File: config.mk
export PLATFORM = sky130hd
export DESIGN_NAME = lzsd_emit
export DESIGN_NICKNAME = d
export VERILOG_FILES = /design/src/design/lzsd_pkg.sv /design/src/design/lzsd_emit.sv
export SDC_FILE = /design/constraint.sdc
export NUM_CORES = 1
export LEC_CHECK = 0
export ABC_AREA = 1
export BUFFER_PORTS_ARGS = -buffer_cell sky130_fd_sc_hd__buf_4
export CORE_MARGIN = 10
export CORE_UTILIZATION = 45
export CTS_BUF_LIST = sky130_fd_sc_hd__clkbuf_2
export DETAILED_ROUTE_END_ITERATION = 16
export GPL_TIMING_DRIVEN = 0
export PLACE_DENSITY = 0.83
export SYNTH_ARGS = -nofsm -noshare
export SYNTH_HDL_FRONTEND = slang
export SYNTH_SLANG_ARGS = --single-unit
File: constraint.sdc
create_clock -name clock -period 1.77 [get_ports clock]
set_clock_uncertainty 0.2 [all_clocks]
set_input_delay 0.0885 -clock clock [delete_from_list [all_inputs] [get_ports clock]]
set_output_delay 0.0885 -clock clock [all_outputs]
set_load 0.01 [all_outputs]
File: src/design/lzsd_pkg.sv
// Shared types and constants of the LZSS stream decoder.
// No dependencies; imported by the parser, the result stage and the top level.
`default_nettype none

package lzsd_pkg;

   localparam int HISTORY_DEPTH   = 4096;
   localparam int HIST_AW         = $clog2(HISTORY_DEPTH);
   localparam int COUNT_W         = HIST_AW + 1;
   localparam int LEN_W           = 5;
   localparam int ITEMS_PER_GROUP = 8;
   localparam int GROUP_W         = $clog2(ITEMS_PER_GROUP);

   localparam logic [7:0]       TAG_LEN_MASK  = 8'h0F;
   localparam logic [LEN_W-1:0] MIN_MATCH_RST = 5'd3;
   localparam logic [LEN_W-1:0] MIN_MATCH_LO  = 5'd1;
   localparam logic [LEN_W-1:0] MIN_MATCH_HI  = 5'd16;

   typedef enum logic [1:0] {
      PH_FLAGS,
      PH_ITEM,
      PH_TAG_HIGH
   } phase_type;

   typedef enum logic [1:0] {
      ST_OK           = 2'd0,
      ST_BEFORE_START = 2'd1,
      ST_TRUNCATED    = 2'd2
   } status_type;

   // Where the byte of an issued result comes from.
   typedef enum logic [1:0] {
      SRC_LITERAL,
      SRC_HISTORY,
      SRC_FORWARD,
      SRC_ZERO
   } src_type;

   typedef struct packed {
      logic               valid;
      src_type            src;
      logic [7:0]         lit;
      logic               has_byte;
      logic               last;
      status_type         status;
      logic [HIST_AW-1:0] wr_addr;
   } issue_type;

endpackage

`default_nettype wire

File: src/design/lzsd_emit.sv
// Result stage: picks the byte, writes it back to history, drives the output beat.
// Depends on lzsd_pkg.
`default_nettype none

module lzsd_emit
   import lzsd_pkg::*;
(
   input  wire logic               clock,
   input  wire logic               reset,
   input  wire issue_type          issue,
   output      logic               emit_ready,
   input  wire logic [7:0]         ram_rdata,
   output      logic               ram_we,
   output      logic [HIST_AW-1:0] ram_waddr,
   output      logic [7:0]         ram_wdata,
   output      logic               rsp_tvalid,
   input  wire logic               rsp_tready,
   output      logic [7:0]         rsp_tdata,   // [7:0] out_byte
   output      logic [2:0]         rsp_tuser,   // [0] has_byte, [2:1] status
   output      logic               rsp_tlast
);

   issue_type  s1_ff, s1_in;
   logic       out_valid_ff, out_valid_in;
   logic [7:0] out_byte_ff, out_byte_in;
   logic       out_has_ff, out_has_in;
   logic       out_last_ff, out_last_in;
   status_type out_status_ff, out_status_in;
   logic [7:0] last_byte_ff, last_byte_in;

   logic       out_free;
   logic       advance;
   logic [7:0] value;

   assign out_free   = !out_valid_ff || rsp_tready;
   assign advance    = s1_ff.valid && out_free;
   assign emit_ready = !s1_ff.valid || out_free;

   // Distance one can read a byte whose RAM write has not yet landed, so take it from
   // the last-byte register instead of the RAM.
   always_comb begin
      unique case (s1_ff.src)
         SRC_LITERAL: value = s1_ff.lit;
         SRC_HISTORY: value = ram_rdata;
         SRC_FORWARD: value = last_byte_ff;
         SRC_ZERO:    value = '0;
         default:     value = '0;
      endcase
   end

   always_comb begin
      s1_in         = s1_ff;
      out_valid_in  = out_valid_ff && !rsp_tready;
      out_byte_in   = out_byte_ff;
      out_has_in    = out_has_ff;
      out_last_in   = out_last_ff;
      out_status_in = out_status_ff;
      last_byte_in  = last_byte_ff;
      ram_we        = 1'b0;
      ram_waddr     = s1_ff.wr_addr;
      ram_wdata     = value;

      if (advance) begin
         out_valid_in  = 1'b1;
         out_byte_in   = value;
         out_has_in    = s1_ff.has_byte;
         out_last_in   = s1_ff.last;
         out_status_in = s1_ff.status;
         s1_in.valid   = 1'b0;
         if (s1_ff.has_byte) begin
            ram_we       = 1'b1;
            last_byte_in = value;
         end
      end
      if (emit_ready && issue.valid) begin
         s1_in = issue;
      end
   end

   always_ff @(posedge clock) begin
      if (reset) begin
         s1_ff.valid  <= 1'b0;
         out_valid_ff <= 1'b0;
      end else begin
         s1_ff.valid  <= s1_in.valid;
         out_valid_ff <= out_valid_in;
      end
      s1_ff.src      <= s1_in.src;
      s1_ff.lit      <= s1_in.lit;
      s1_ff.has_byte <= s1_in.has_byte;
      s1_ff.last     <= s1_in.last;
      s1_ff.status   <= s1_in.status;
      s1_ff.wr_addr  <= s1_in.wr_addr;
      out_byte_ff    <= out_byte_in;
      out_has_ff     <= out_has_in;
      out_last_ff    <= out_last_in;
      out_status_ff  <= out_status_in;
      last_byte_ff   <= last_byte_in;
   end

   assign rsp_tvalid = out_valid_ff;
   assign rsp_tdata  = out_byte_ff;
   assign rsp_tuser  = {out_status_ff, out_has_ff};
   assign rsp_tlast  = out_last_ff;

endmodule

`default_nettype wire

==> results by stage <==
Status:
- The flow ran to the end, but the final reports show violations.
- The final reports fail on negative setup slack.

Worst setup path:
- In this run the worst path has a maximum fanout of 10.
- In this run the critical register-to-register path is launched from s1_ff[26].
- The critical path is of the flip-flop to output pin type.
- The terminus of the critical flop-to-flop path is s1_ff[18].
- The highest-delay cell along the critical path is sky130_fd_sc_hd__edfxtp_1.
- The worst path arrival time is 1.55 ns.
- The maximum single-stage delay on the critical path is 0.45 ns.
- The type of element capturing the critical path is an output pin.
- STA classifies the critical path startpoint as a flip-flop.
- STA puts the critical path data required time at 1.48 ns.
- The setup check on the worst reg-to-reg path leaves a slack of 0.11 ns.
- Traced cell by cell, the critical path runs through buf_6 > nor2_8 > nand2_1 > nand3_2 > buf_4.
- The launching element of the worst setup path is s1_ff[24].
- The last element of the critical path is ram_wdata[4].
- The worst register-to-register path has a depth of 3.

Logic synthesis:
- The mean area per synthesized cell is 16.0 um2.
- The net count after synthesis is 149.
- The post-synthesis cell area is 1770 um2.
- The fraction of the yosys area taken by sequential cells is 80.2%.
- The total number of yosys warnings is 0.
- Counting flops and latches in the post-synthesis netlist gives 48.
- The post-synthesis instance total is 111.
- The count of unique library cells instantiated by Yosys is 11.

STA:
- Derived from the worst setup path, the maximum achievable clock frequency is 544 MHz.
- The total count of hold-check failures in the final report is 0.
- The transition at the pin with the smallest max-transition slack is 0.508 ns.
- The final number of max-transition violations is 0.
- The final critical-path share of the clock period is 104%.
- Setup repair after global routing could not meet its margin everywhere.
- The worst-case setup margin in the final layout is -0.0681 ns.
- The smallest clock period supported by the final layout is computed as 1.84 ns.
- In this run the tightest slew margin relative to its limit is 66.1%.
- The worst slack on hold paths is 0.141 ns.
- Setup violations remaining at the end of the flow were counted as 8.

Min path:
- The worst hold path was traced through 2 stages.
- The min-delay analysis places its worst path in the category input port to flip-flop.

Global route:
- Global routing finished with a remaining overflow of 0.
- The first global-routing pass estimated 8100 um of wire.
- The maximum number of pins on one net before global-route repair is 27.
- The via count of the first global-routing pass is 1,539.
- The combined global-route utilization of all metal layers is 16.4%.
- The number of antenna violations at the first check in global routing came to 0.

Final layout:
- The summed area of non-filler cells in the final layout is 2900 um2.
- The antenna cell count is 0.
- The sequential cells in the finished layout cover a total of 1420 um2.
- Of the cells placed in the final design, the portion with a size suffix greater than 1 is 48.7%.
- The fill cell instance count of the final layout is 206.
- The net count of the finished layout is 269.
- The growth of design area from synthesis to finish is 63.9%.
- The multi-input combinational cells in the finished layout cover a total of 253 um2.

Detailed routing:
- The pre-antenna-repair detailed-routing pass consisted of 4 iterations.
- For this block, the initial DRC count from the detailed router was 139.
- In this run the remaining antenna-violating nets after routing total 0.
- Across all layers, the routed design uses 1,358 vias.
- The post-detailed-route wirelength per cell is 19.7 um.
- The number of remaining DRC errors is 0.
- The average via count per standard cell is 4.85.
- Wires add up to 5530 um.

Clock tree:
- The count of clock tree sinks is 48.
- The clock root buffer is sky130_fd_sc_hd__clkbuf_2.
- The insertion delay of the later-clocked pin in the worst-skew pair is 0.44 ns.
- In this run, CTS created clock tree buffers numbering 5.
- TritonCTS built the clock tree.
- The clock input transition at the sequential cells of the worst setup and hold paths is 0.24 ns.
- The maximum level of the CTS H-tree is 2.
- The longest clock path from root to sink contains 2 buffers.

Placed design:
- Once detailed placement completed, the half-perimeter wirelength came to 3230 um.
- The routability congestion estimate from global placement is 0.840.
- Timing analysis after detailed placement gives a worst setup slack of 0.0168 ns.
- After detailed placement, the total cell area comes to 2370 um2.
- The count of buffers from port buffering is 72.

Die:
- The total die area is 6850 um2.
- The number of rows created at floorplan is 22.
- The count of boundary I/O pins is 73.
- Measured along the x axis, the die boundary spans 82.7 um.
- The area of the placeable core is 3740 um2.
- Once the floorplan was initialized, standard cells occupied 47.3% of the core.
- The floorplan step set the die height to 82.7 um.

Pwr:
- The total power per unit cell area is 797 nW/um2.
- VDD sags by at most 0.000661 V.
- The static leakage is 1.26 nW.

Job:
- Across the run, the number of max-cap violations was 0.
-- how the worst min path moves through the flow --
| stage | start | end | slack [ns] |
|---|---|---|---|
| after detailed placement | issue[9] | ram_waddr[9] | 0.07 |
| after global placement | reset | s1_ff[26] | 0.05 |
| final | issue[13] | s1_ff[13] | 0.14 |
| after floorplan | reset | rsp_tvalid | -0.04 |
| after CTS | rsp_tready | last_byte_ff[1] | 0.08 |
| after global routing | issue[9] | ram_waddr[9] | 0.12 |
-- routing by layer --
metal  vias to the layer above  GRT usage [%]  routed length, um
met5                         -              0                  0
met4                         0           9.70                169
met3                        14           9.29                675
met2                        91           24.3               2550
met1                       627           18.0               2140
li1                        626              -                  -
-- cells in the mapped netlist --
cell type | count | share of area, %
sky130_fd_sc_hd__a21oi_1 | 2 | 0.56
sky130_fd_sc_hd__buf_4 | 13 | 5.5
sky130_fd_sc_hd__inv_2 | 2 | 0.42
sky130_fd_sc_hd__edfxtp_1 | 46 | 78
sky130_fd_sc_hd__nor2_8 | 1 | 1.1
sky130_fd_sc_hd__dfxtp_1 | 2 | 2.3
sky130_fd_sc_hd__inv_1 | 6 | 1.3
sky130_fd_sc_hd__nor2_1 | 1 | 0.21
sky130_fd_sc_hd__nand3_1 | 25 | 7.1
sky130_fd_sc_hd__nand2_1 | 11 | 2.3
sky130_fd_sc_hd__buf_6 | 2 | 1.3
-- cell usage in the layout, fill, tap and decap left out --
master	instances
sky130_fd_sc_hd__a21oi_1	2
sky130_fd_sc_hd__nand3_1	17
sky130_fd_sc_hd__dlygate4sd3_1	38
sky130_fd_sc_hd__buf_4	87
sky130_fd_sc_hd__inv_1	5
sky130_fd_sc_hd__bufinv_16	1
sky130_fd_sc_hd__nand3_2	8
sky130_fd_sc_hd__clkbuf_2	5
sky130_fd_sc_hd__nor2_8	1
sky130_fd_sc_hd__nor2_4	1
sky130_fd_sc_hd__nand2_2	2
sky130_fd_sc_hd__clkinv_2	1
sky130_fd_sc_hd__edfxtp_1	46
sky130_fd_sc_hd__clkinvlp_4	3
sky130_fd_sc_hd__buf_6	2
sky130_fd_sc_hd__nand2_1	9
sky130_fd_sc_hd__dfxtp_1	2
sky130_fd_sc_hd__inv_4	2
-- critical path: cells and delay by family (launching register included) --
kind,cells,cell delay [ns]
buffers and inverters,2,0.30
DFF,1,0.45
and+or+nand+nor,3,0.35
-- metrics by stage --
step           power [mW]  util, %  setup TNS, ns  instances
2_1_floorplan        1.47        -              0        111
3_3_place_gp         1.62     63.4              0        231
3_5_place_dp         1.64     63.4              0        231
4_1_cts              2.27     77.0       -0.00955        277
5_1_grt              2.38     77.6         -0.973        280
6_report             2.31     77.6         -0.322        280
-- state kept, by name (all words and copies together) (netlist names) --
name / cells
rsp_tdata: 8
last_byte_ff: 8
rsp_tvalid: 1
rsp_tlast: 1
s1_ff: 15
ram_waddr: 12
out_status_ff: 2
out_has_ff: 1
-- kinds of logic (layout without fill, tap and decap cells) --
family,count (synthesis),after routing,share of synthesized area [%]
AND/OR/NAND/NOR,38,38,10.7
flip-flops,48,48,80.2
AO/OA/AOI/OAI,2,2,0.565
buffers and inverters,23,144,8.47
-- power breakdown --
| group | internal (mW) | switching, mW |
|---|---|---|
| Clock | 0.235 | 0.363 |
| Combinational | 0.210 | 0.163 |
| Sequential | 1.32 | 0.0242 |
| Total | 1.76 | 0.550 |
-- timing repair --
action,4_1_cts,5_1_grt
gates cloned,0,1
endpoints found under the hold margin,44,0
pin swaps,1,2
resized for setup,15,1
hold buffers,38,0
setup buffers,0,2
endpoints found under the setup margin,22,35
-- area by class of cell --
type,instances,area share (%)
Inverter,8,1.34
Clock buffer,5,0.862
Timing Repair inverter,1,0.259
Tap cell,48,2.07
Buffer,15,4.14
Clock inverter,3,1.46
Sequential cell,48,48.9
Multi-Input combinational cell,40,8.70
Timing Repair Buffer,112,32.2
Power figures use the tool's default switching activity.
