File: src/design/lzsd_pkg.sv
// Shared types and constants of the LZSS stream decoder.
// No dependencies; imported by the parser, the result stage and the top level.
`default_nettype none

package lzsd_pkg;

   localparam int HISTORY_DEPTH   = 4096;
   localparam int HIST_AW         = $clog2(HISTORY_DEPTH);
   localparam int COUNT_W         = HIST_AW + 1;
   localparam int LEN_W           = 5;
   localparam int ITEMS_PER_GROUP = 8;
   localparam int GROUP_W         = $clog2(ITEMS_PER_GROUP);

   localparam logic [7:0]       TAG_LEN_MASK  = 8'h0F;
   localparam logic [LEN_W-1:0] MIN_MATCH_RST = 5'd3;
   localparam logic [LEN_W-1:0] MIN_MATCH_LO  = 5'd1;
   localparam logic [LEN_W-1:0] MIN_MATCH_HI  = 5'd16;

   typedef enum logic [1:0] {
      PH_FLAGS,
      PH_ITEM,
      PH_TAG_HIGH
   } phase_type;

   typedef enum logic [1:0] {
      ST_OK           = 2'd0,
      ST_BEFORE_START = 2'd1,
      ST_TRUNCATED    = 2'd2
   } status_type;

   // Where the byte of an issued result comes from.
   typedef enum logic [1:0] {
      SRC_LITERAL,
      SRC_HISTORY,
      SRC_FORWARD,
      SRC_ZERO
   } src_type;

   typedef struct packed {
      logic               valid;
      src_type            src;
      logic [7:0]         lit;
      logic               has_byte;
      logic               last;
      status_type         status;
      logic [HIST_AW-1:0] wr_addr;
   } issue_type;

endpackage

`default_nettype wire

File: src/design/lzsd_parse.sv
// Stream parser and copy sequencer: flags, literals, tags, history read issue.
// Depends on lzsd_pkg.
`default_nettype none

module lzsd_parse
   import lzsd_pkg::*;
(
   input  wire logic               clock,
   input  wire logic               reset,
   input  wire logic               req_tvalid,
   output      logic               req_tready,
   input  wire logic [7:0]         req_tdata,   // [7:0] in_byte
   input  wire logic               req_tlast,
   input  wire logic               csr_we,
   input  wire logic [LEN_W-1:0]   csr_wdata,
   input  wire logic               emit_ready,
   output      issue_type          issue,
   output      logic               ram_re,
   output      logic [HIST_AW-1:0] ram_raddr
);

   phase_type            phase_ff, phase_in;
   logic [7:0]           flag_bits_ff, flag_bits_in;
   logic [GROUP_W-1:0]   flag_count_ff, flag_count_in;
   logic [7:0]           tag_low_ff, tag_low_in;
   logic [HIST_AW-1:0]   wp_ff, wp_in;
   logic [COUNT_W-1:0]   produced_ff, produced_in;
   logic [LEN_W-1:0]     min_match_ff, min_match_in;
   logic [LEN_W-1:0]     remain_ff, remain_in;
   logic [HIST_AW-1:0]   src_ptr_ff, src_ptr_in;
   logic [COUNT_W-1:0]   bad_ff, bad_in;
   logic                 fwd_ff, fwd_in;

   logic                 accept;
   logic                 copy_busy;
   logic                 copy_issue;
   logic [LEN_W-1:0]     mm;
   logic [LEN_W-1:0]     len;
   logic [COUNT_W-1:0]   back_dist;
   logic [COUNT_W:0]     sum;
   logic [COUNT_W-1:0]   produced_sat;

   assign copy_busy  = (remain_ff != '0);
   assign req_tready = !copy_busy && emit_ready;
   assign accept     = req_tvalid && req_tready;
   assign copy_issue = copy_busy && emit_ready;

   always_comb begin
      if (min_match_ff < MIN_MATCH_LO) begin
         mm = MIN_MATCH_LO;
      end else if (min_match_ff > MIN_MATCH_HI) begin
         mm = MIN_MATCH_HI;
      end else begin
         mm = min_match_ff;
      end
      len       = LEN_W'(tag_low_ff & TAG_LEN_MASK) + mm;
      back_dist = {1'b0, req_tdata, tag_low_ff[7:4]} + COUNT_W'(1);
   end

   // Saturating count of bytes produced in this stream; grows by one for a
   // literal and by the copy length for a tag.
   always_comb begin
      if (phase_ff == PH_TAG_HIGH) begin
         sum = {1'b0, produced_ff} + (COUNT_W+1)'(len);
      end else begin
         sum = {1'b0, produced_ff} + (COUNT_W+1)'(1);
      end
      if (sum > (COUNT_W+1)'(HISTORY_DEPTH)) begin
         produced_sat = COUNT_W'(HISTORY_DEPTH);
      end else begin
         produced_sat = sum[COUNT_W-1:0];
      end
   end

   always_comb begin
      phase_in      = phase_ff;
      flag_bits_in  = flag_bits_ff;
      flag_count_in = flag_count_ff;
      tag_low_in    = tag_low_ff;
      wp_in         = wp_ff;
      produced_in   = produced_ff;
      min_match_in  = csr_we ? csr_wdata : min_match_ff;
      remain_in     = remain_ff;
      src_ptr_in    = src_ptr_ff;
      bad_in        = bad_ff;
      fwd_in        = fwd_ff;

      issue.valid    = 1'b0;
      issue.src      = SRC_ZERO;
      issue.lit      = req_tdata;
      issue.has_byte = 1'b1;
      issue.last     = 1'b1;
      issue.status   = ST_OK;
      issue.wr_addr  = wp_ff;

      ram_re    = 1'b0;
      ram_raddr = src_ptr_ff;

      if (copy_issue) begin
         issue.valid = 1'b1;
         issue.last  = (remain_ff == LEN_W'(1));
         if (bad_ff != '0) begin
            issue.src    = SRC_ZERO;
            issue.status = ST_BEFORE_START;
            bad_in       = bad_ff - COUNT_W'(1);
         end else if (fwd_ff) begin
            issue.src = SRC_FORWARD;
         end else begin
            issue.src = SRC_HISTORY;
            ram_re    = 1'b1;
         end
         wp_in      = wp_ff + HIST_AW'(1);
         src_ptr_in = src_ptr_ff + HIST_AW'(1);
         remain_in  = remain_ff - LEN_W'(1);
      end

      if (accept) begin
         unique case (phase_ff)
            PH_FLAGS: begin
               flag_bits_in  = req_tdata;
               flag_count_in = '0;
               phase_in      = PH_ITEM;
            end
            PH_ITEM: begin
               if (!flag_bits_ff[flag_count_ff]) begin
                  issue.valid = 1'b1;
                  issue.src   = SRC_LITERAL;
                  wp_in       = wp_ff + HIST_AW'(1);
                  produced_in = produced_sat;
                  if (flag_count_ff == GROUP_W'(ITEMS_PER_GROUP - 1)) begin
                     flag_count_in = '0;
                     phase_in      = PH_FLAGS;
                  end else begin
                     flag_count_in = flag_count_ff + GROUP_W'(1);
                  end
               end else begin
                  tag_low_in = req_tdata;
                  phase_in   = PH_TAG_HIGH;
                  if (req_tlast) begin
                     issue.valid    = 1'b1;
                     issue.src      = SRC_ZERO;
                     issue.has_byte = 1'b0;
                     issue.status   = ST_TRUNCATED;
                  end
               end
            end
            PH_TAG_HIGH: begin
               remain_in   = len;
               src_ptr_in  = wp_ff - back_dist[HIST_AW-1:0];
               bad_in      = (back_dist > produced_ff) ? (back_dist - produced_ff) : '0;
               fwd_in      = (back_dist == COUNT_W'(1));
               produced_in = produced_sat;
               if (flag_count_ff == GROUP_W'(ITEMS_PER_GROUP - 1)) begin
                  flag_count_in = '0;
                  phase_in      = PH_FLAGS;
               end else begin
                  flag_count_in = flag_count_ff + GROUP_W'(1);
                  phase_in      = PH_ITEM;
               end
            end
            default: begin
               phase_in = PH_FLAGS;
            end
         endcase
         if (req_tlast) begin
            phase_in      = PH_FLAGS;
            flag_bits_in  = '0;
            flag_count_in = '0;
            tag_low_in    = '0;
            produced_in   = '0;
         end
      end
   end

   always_ff @(posedge clock) begin
      if (reset) begin
         phase_ff      <= PH_FLAGS;
         flag_bits_ff  <= '0;
         flag_count_ff <= '0;
         tag_low_ff    <= '0;
         wp_ff         <= '0;
         produced_ff   <= '0;
         min_match_ff  <= MIN_MATCH_RST;
         remain_ff     <= '0;
         bad_ff        <= '0;
      end else begin
         phase_ff      <= phase_in;
         flag_bits_ff  <= flag_bits_in;
         flag_count_ff <= flag_count_in;
         tag_low_ff    <= tag_low_in;
         wp_ff         <= wp_in;
         produced_ff   <= produced_in;
         min_match_ff  <= min_match_in;
         remain_ff     <= remain_in;
         bad_ff        <= bad_in;
      end
   end

   always_ff @(posedge clock) begin
      src_ptr_ff <= src_ptr_in;
      fwd_ff     <= fwd_in;
   end

endmodule

`default_nettype wire

File: config.mk
export PLATFORM = sky130hd
export DESIGN_NAME = lzsd_parse
export DESIGN_NICKNAME = d
export VERILOG_FILES = /design/src/design/lzsd_pkg.sv /design/src/design/lzsd_parse.sv
export SDC_FILE = /design/constraint.sdc
export NUM_CORES = 1
export LEC_CHECK = 0
export ABC_CLOCK_PERIOD_IN_PS = 5100
export BUFFER_PORTS_ARGS = -buffer_cell sky130_fd_sc_hd__buf_4
export CORE_MARGIN = 1.5
export CORE_UTILIZATION = 55
export DETAILED_ROUTE_END_ITERATION = 10
export PLACE_DENSITY = 0.72
export SYNTH_ARGS = -nofsm -noshare
export SYNTH_HDL_FRONTEND = slang
export SYNTH_SLANG_ARGS = --single-unit
File: constraint.sdc
create_clock -name clock -period 5.1 [get_ports clock]
set_input_delay 1.02 -clock clock [delete_from_list [all_inputs] [get_ports clock]]
set_output_delay 1.02 -clock clock [all_outputs]
set_load 0.05 [all_outputs]
==> results.txt <==
----------------------------------------------------
[Status]
  Result of the run ... finished, final reports clean

[Detailed routing]
  # DRC ... 0
  Via Count ... 5469
  Routed wire length per instance ... 15.89 um
  Met3 routed wirelength ... 669 um
  Met2 wire length ... 7.255 mm
  Detailed-route wire length on metal 1 ... 6.852 mm
  Final WL ... 14.98 mm
  Number of iterations in the first detailed-routing pass ... 5
  DR top layer ... met4
  Number of vias per cell ... 5.800
  ANT nets after route ... 0
  First DRT Iteration DRCs ... 298

[CTS]
  Gates resized, CTS repair ... 0
  CTS tree ... yes
  Post-CTS setup buffers ... 0
  Number of clock sinks ... 82
  Quantity of hold-fixing buffers added after cts ... 0
  Maximum root-to-sink buffer count ... 2
  H-tree lvl count ... 3
  Source-to-sink clock delay at the later pin of the worst-skew pair ... 0.37 ns
  Clock buffer count from CTS ... 9
  Root Buffer Master ... clkbuf_8
  Clock edge transition at the registers on the reported setup and hold paths ... 0.08 ns

[Setup path]
  R2r setup slk ... 1.14 ns
  Required time at the worst-slack endpoint ... 5.38 ns
  Data arrival time of the critical path ... 4.25 ns
  Cell with the largest stage delay on the worst path ... ha_1
  Largest driver fanout on the critical path ... 8
  CP Launch Type ... flop
  Critical path start-end classification ... reg -> reg
  Cell chain of the critical path ... nor3_1, nor2_1, nor2_1, ha_1, inv_1, fa_1, inv_1, a21o_1, a21oi_1, xnor2_1, and2_1, ha_1, nand3_1, a21oi_1, o211a_1, mux2i_1, and2_1, o21ai_1, o21ai_0
  Highest cell delay on the worst timing path ... 0.42 ns
  FF-to-FF End ... produced_ff[0]
  Critical path buffers and inverters ... 2
  Register-to-Register Path Depth ... 19
  Kind of cell with the highest combined delay on the critical path ... compound AO/OA/AOI/OAI gates
  Worst flop-to-flop path startpoint ... min_match_ff[1]
  Endpoint kind of the worst setup timing path ... flop

[Synth]
  Cell count after synthesis ... 761
  Async S/R FF share, synth ... 0%
  Cell type with the highest aggregate area in the netlist ... dfxtp_1
  Simple-gate share of the synthesized area ... 24.36%
  Syn Area/Cell ... 7.910 um2
  Main combinational cell family by area after synthesis ... simple AND/OR/NAND/NOR gates
  Synth top area share ... 26.94%
  Adder-Cell Fraction of Synth Area ... 10.89%
  #FFs+latches synth ... 82
  Seq/Total Area, Yosys ... 27.44%
  Top FF cell, synth ... dfxtp_1
  Share of cell area taken by muxes after synthesis ... 3.575%
  Synth cell types ... 73
  Largest cells by area after synthesis ... dfxtp_1, ha_1, xnor2_1
  EDFF count, synth ... 1
  Mapped Nets ... 830
  Count of warnings emitted by yosys ... 0
  Post-synthesis cell area ... 0.006020 mm2
  Synth Area in Compound Gates ... 17.48%
  XOR/XNOR Fraction of Synth Area ... 10.04%

[Die]
  Area of the placeable core ... 0.01075 mm2
  Die width ... 107.6 um
  Die Area ... 0.01158 mm2
  Initial core utilization ... 56.02%
  Number of standard-cell rows in the floorplan ... 38
  Chip Height ... 107.6 um
  Boundary Pins ... 60

[Power]
  Total chip power ... 0.002313 W
  Power per standard cell area ... 347.8 mW/mm2
  Leakage component of the power ... 2.720 nW
  Sequential share of power ... 35.3%
  Clock network fraction of total power ... 19.4%
  Cell-internal power ... 0.001309 W
  Relative contribution of combinational cells to total power ... 45.3%
  Peak supply drop ... 0.3045 mV
  Net switching power ... 0.001004 W
  Switching part of the total power ... 43.40%

[Job]
  Maximum Capacitance Violations ... 0

[Final layout]
  Highest-count cells in the layout ignoring fill and taps ... nor2_1, dfxtp_1, buf_4
  Count of fill cells added during filler insertion ... 983
  Leading cell type in the layout, fill and taps excluded ... nor2_1
  Synth-to-Final Area Change ... 10.48%
  Total number of nets in the final design ... 868
  Number of antenna cells inserted ... 0
  Share of post-route cells with drive strength above 1 ... 11.71%

[GRT]
  Antenna violations before repair ... 0
  Largest net degree at the start of global routing ... 51
  First-pass GRT wire length ... 24.64 mm
  Remaining global-route overflow ... 0
  Vias in the first global route ... 5126
  Global-route total usage across every layer ... 26.77%

[STA]
  Setup repair after global routing missed its margin ... no
  Setup TNS ... 0 ns
  Peak Freq ... 252.3 MHz
  Worst slew pin tran ... 0.9361 ns
  Final setup violation count ... 0
  Worst slew slack as a fraction of its limit ... 37.23%
  Period minus WS final ... 3.964 ns
  Hold Violations, Final ... 0
  Setup Skew ... 0.01778 ns
  Total count of max-transition violations in the final report ... 0
  Tcrit/Tclk final ... 77.73%

[Placed design]
  Port Buffers ... 59
  Dpl hpwl ... 11.63 mm
  Gpl congestion ... 0.9516

[Min path]
  Worst min-delay path endpoint ... produced_ff[2]
  Class of the tightest hold or removal check ... reg -> reg
  Origin of the worst min-delay path ... produced_ff[2]
  Worst hold stages ... 2

----------------------------------------------------
kinds of logic after synthesis:
family	Yosys count
AND/OR/NAND/NOR	292
XOR/XNOR	69
adder cells (fa/ha/maj)	50
AO/OA/AOI/OAI	160
multiplexers	21
buffers and inverters	87
flip-flops	82
cell usage after synthesis (all sizes together) (13+ instances only):
library cell  instances
ha                   46
o21ai                34
and3                 16
nand2                58
clkbuf               18
buf                  15
nor3                 24
a22oi                13
nor2                 87
mux2i                20
a21oi                45
xor2                 32
xnor2                37
inv                  53
dfxtp                81
nand3                19
nor2b                19
nand4                15
nand2b               13
sequential cells by signal, indices dropped and copies added (netlist names):
| signal | cells |
|---|---|
| wp_ff | 12 |
| ram_raddr | 12 |
| tag_low_ff | 8 |
| remain_ff | 5 |
| phase_ff | 2 |
| flag_count_ff | 3 |
| min_match_ff | 5 |
| flag_bits_ff | 8 |
| bad_ff | 13 |
| fwd_ff | 1 |
| produced_ff | 13 |
metrics by stage:
stage / setup WS, ns / utilization [%] / instance area [um2] / hold slack [ns] / cells
2_1_floorplan: 0.6201 / - / 6020 / 0.4398 / 761
4_1_cts: 1.157 / 61.89 / 6650 / 0.4765 / 943
6_report: 1.136 / 61.89 / 6650 / 0.4740 / 943
3_3_place_gp: 1.306 / 60.25 / 6474 / 0.4645 / 928
3_5_place_dp: 1.200 / 60.25 / 6474 / 0.4649 / 928
5_1_grt: 0.6665 / 61.89 / 6650 / 0.5064 / 943
power groups by stage:
stage	Clock (W)	Combinational [W]	Sequential, W
after CTS	0.000454	0.00105	0.000816
after global placement	0	0.00102	0.000827
final	0.000448	0.00105	0.000816
after floorplan	0	0.000713	0.000916
after detailed placement	0	0.00104	0.000830
after global routing	0.000481	0.00114	0.000830
worst reg2reg max path, stage by stage (launching register included):
cell and delay [ns]:
dfxtp_1 0.33, nor3_1 0.18, nor2_1 0.06, nor2_1 0.09, ha_1 0.17, inv_1 0.05, fa_1 0.39, inv_1 0.07
a21o_1 0.10, a21oi_1 0.07, xnor2_1 0.12, and2_1 0.18, ha_1 0.42, nand3_1 0.11, a21oi_1 0.29, o211a_1 0.24
mux2i_1 0.33, and2_1 0.31, o21ai_1 0.17, o21ai_0 0.19
how the worst max path moves through the flow:
stage | start | endpoint | cells after the start
finish | min_match_ff[1] | produced_ff[0] | 19
global route | min_match_ff[1] | produced_ff[4] | 19
CTS | min_match_ff[1] | produced_ff[0] | 19
detailed placement | req_tdata[0] | bad_ff[4] | 12
global placement | min_match_ff[1] | produced_ff[3] | 19
floorplan | emit_ready | issue[25] | 5
routing by layer:
layer / GRT usage, % / vias to the layer above
met5: 0 / -
met4: 8.271 / 0
met3: 4.116 / 18
met2: 46.22 / 148
met1: 34.30 / 2567
li1: - / 2736
final cells by class:
class,count,area [um2],area share (%)
Tap cell,140,175.2,2.634
Sequential cell,82,1652,24.84
Multi-Input combinational cell,592,3994,60.06
Clock buffer,10,137.6,2.070
Inverter,54,202.7,3.048
Clock inverter,5,38.79,0.5833
Timing Repair Buffer,60,450.4,6.773
Power figures use the tool's default switching activity.
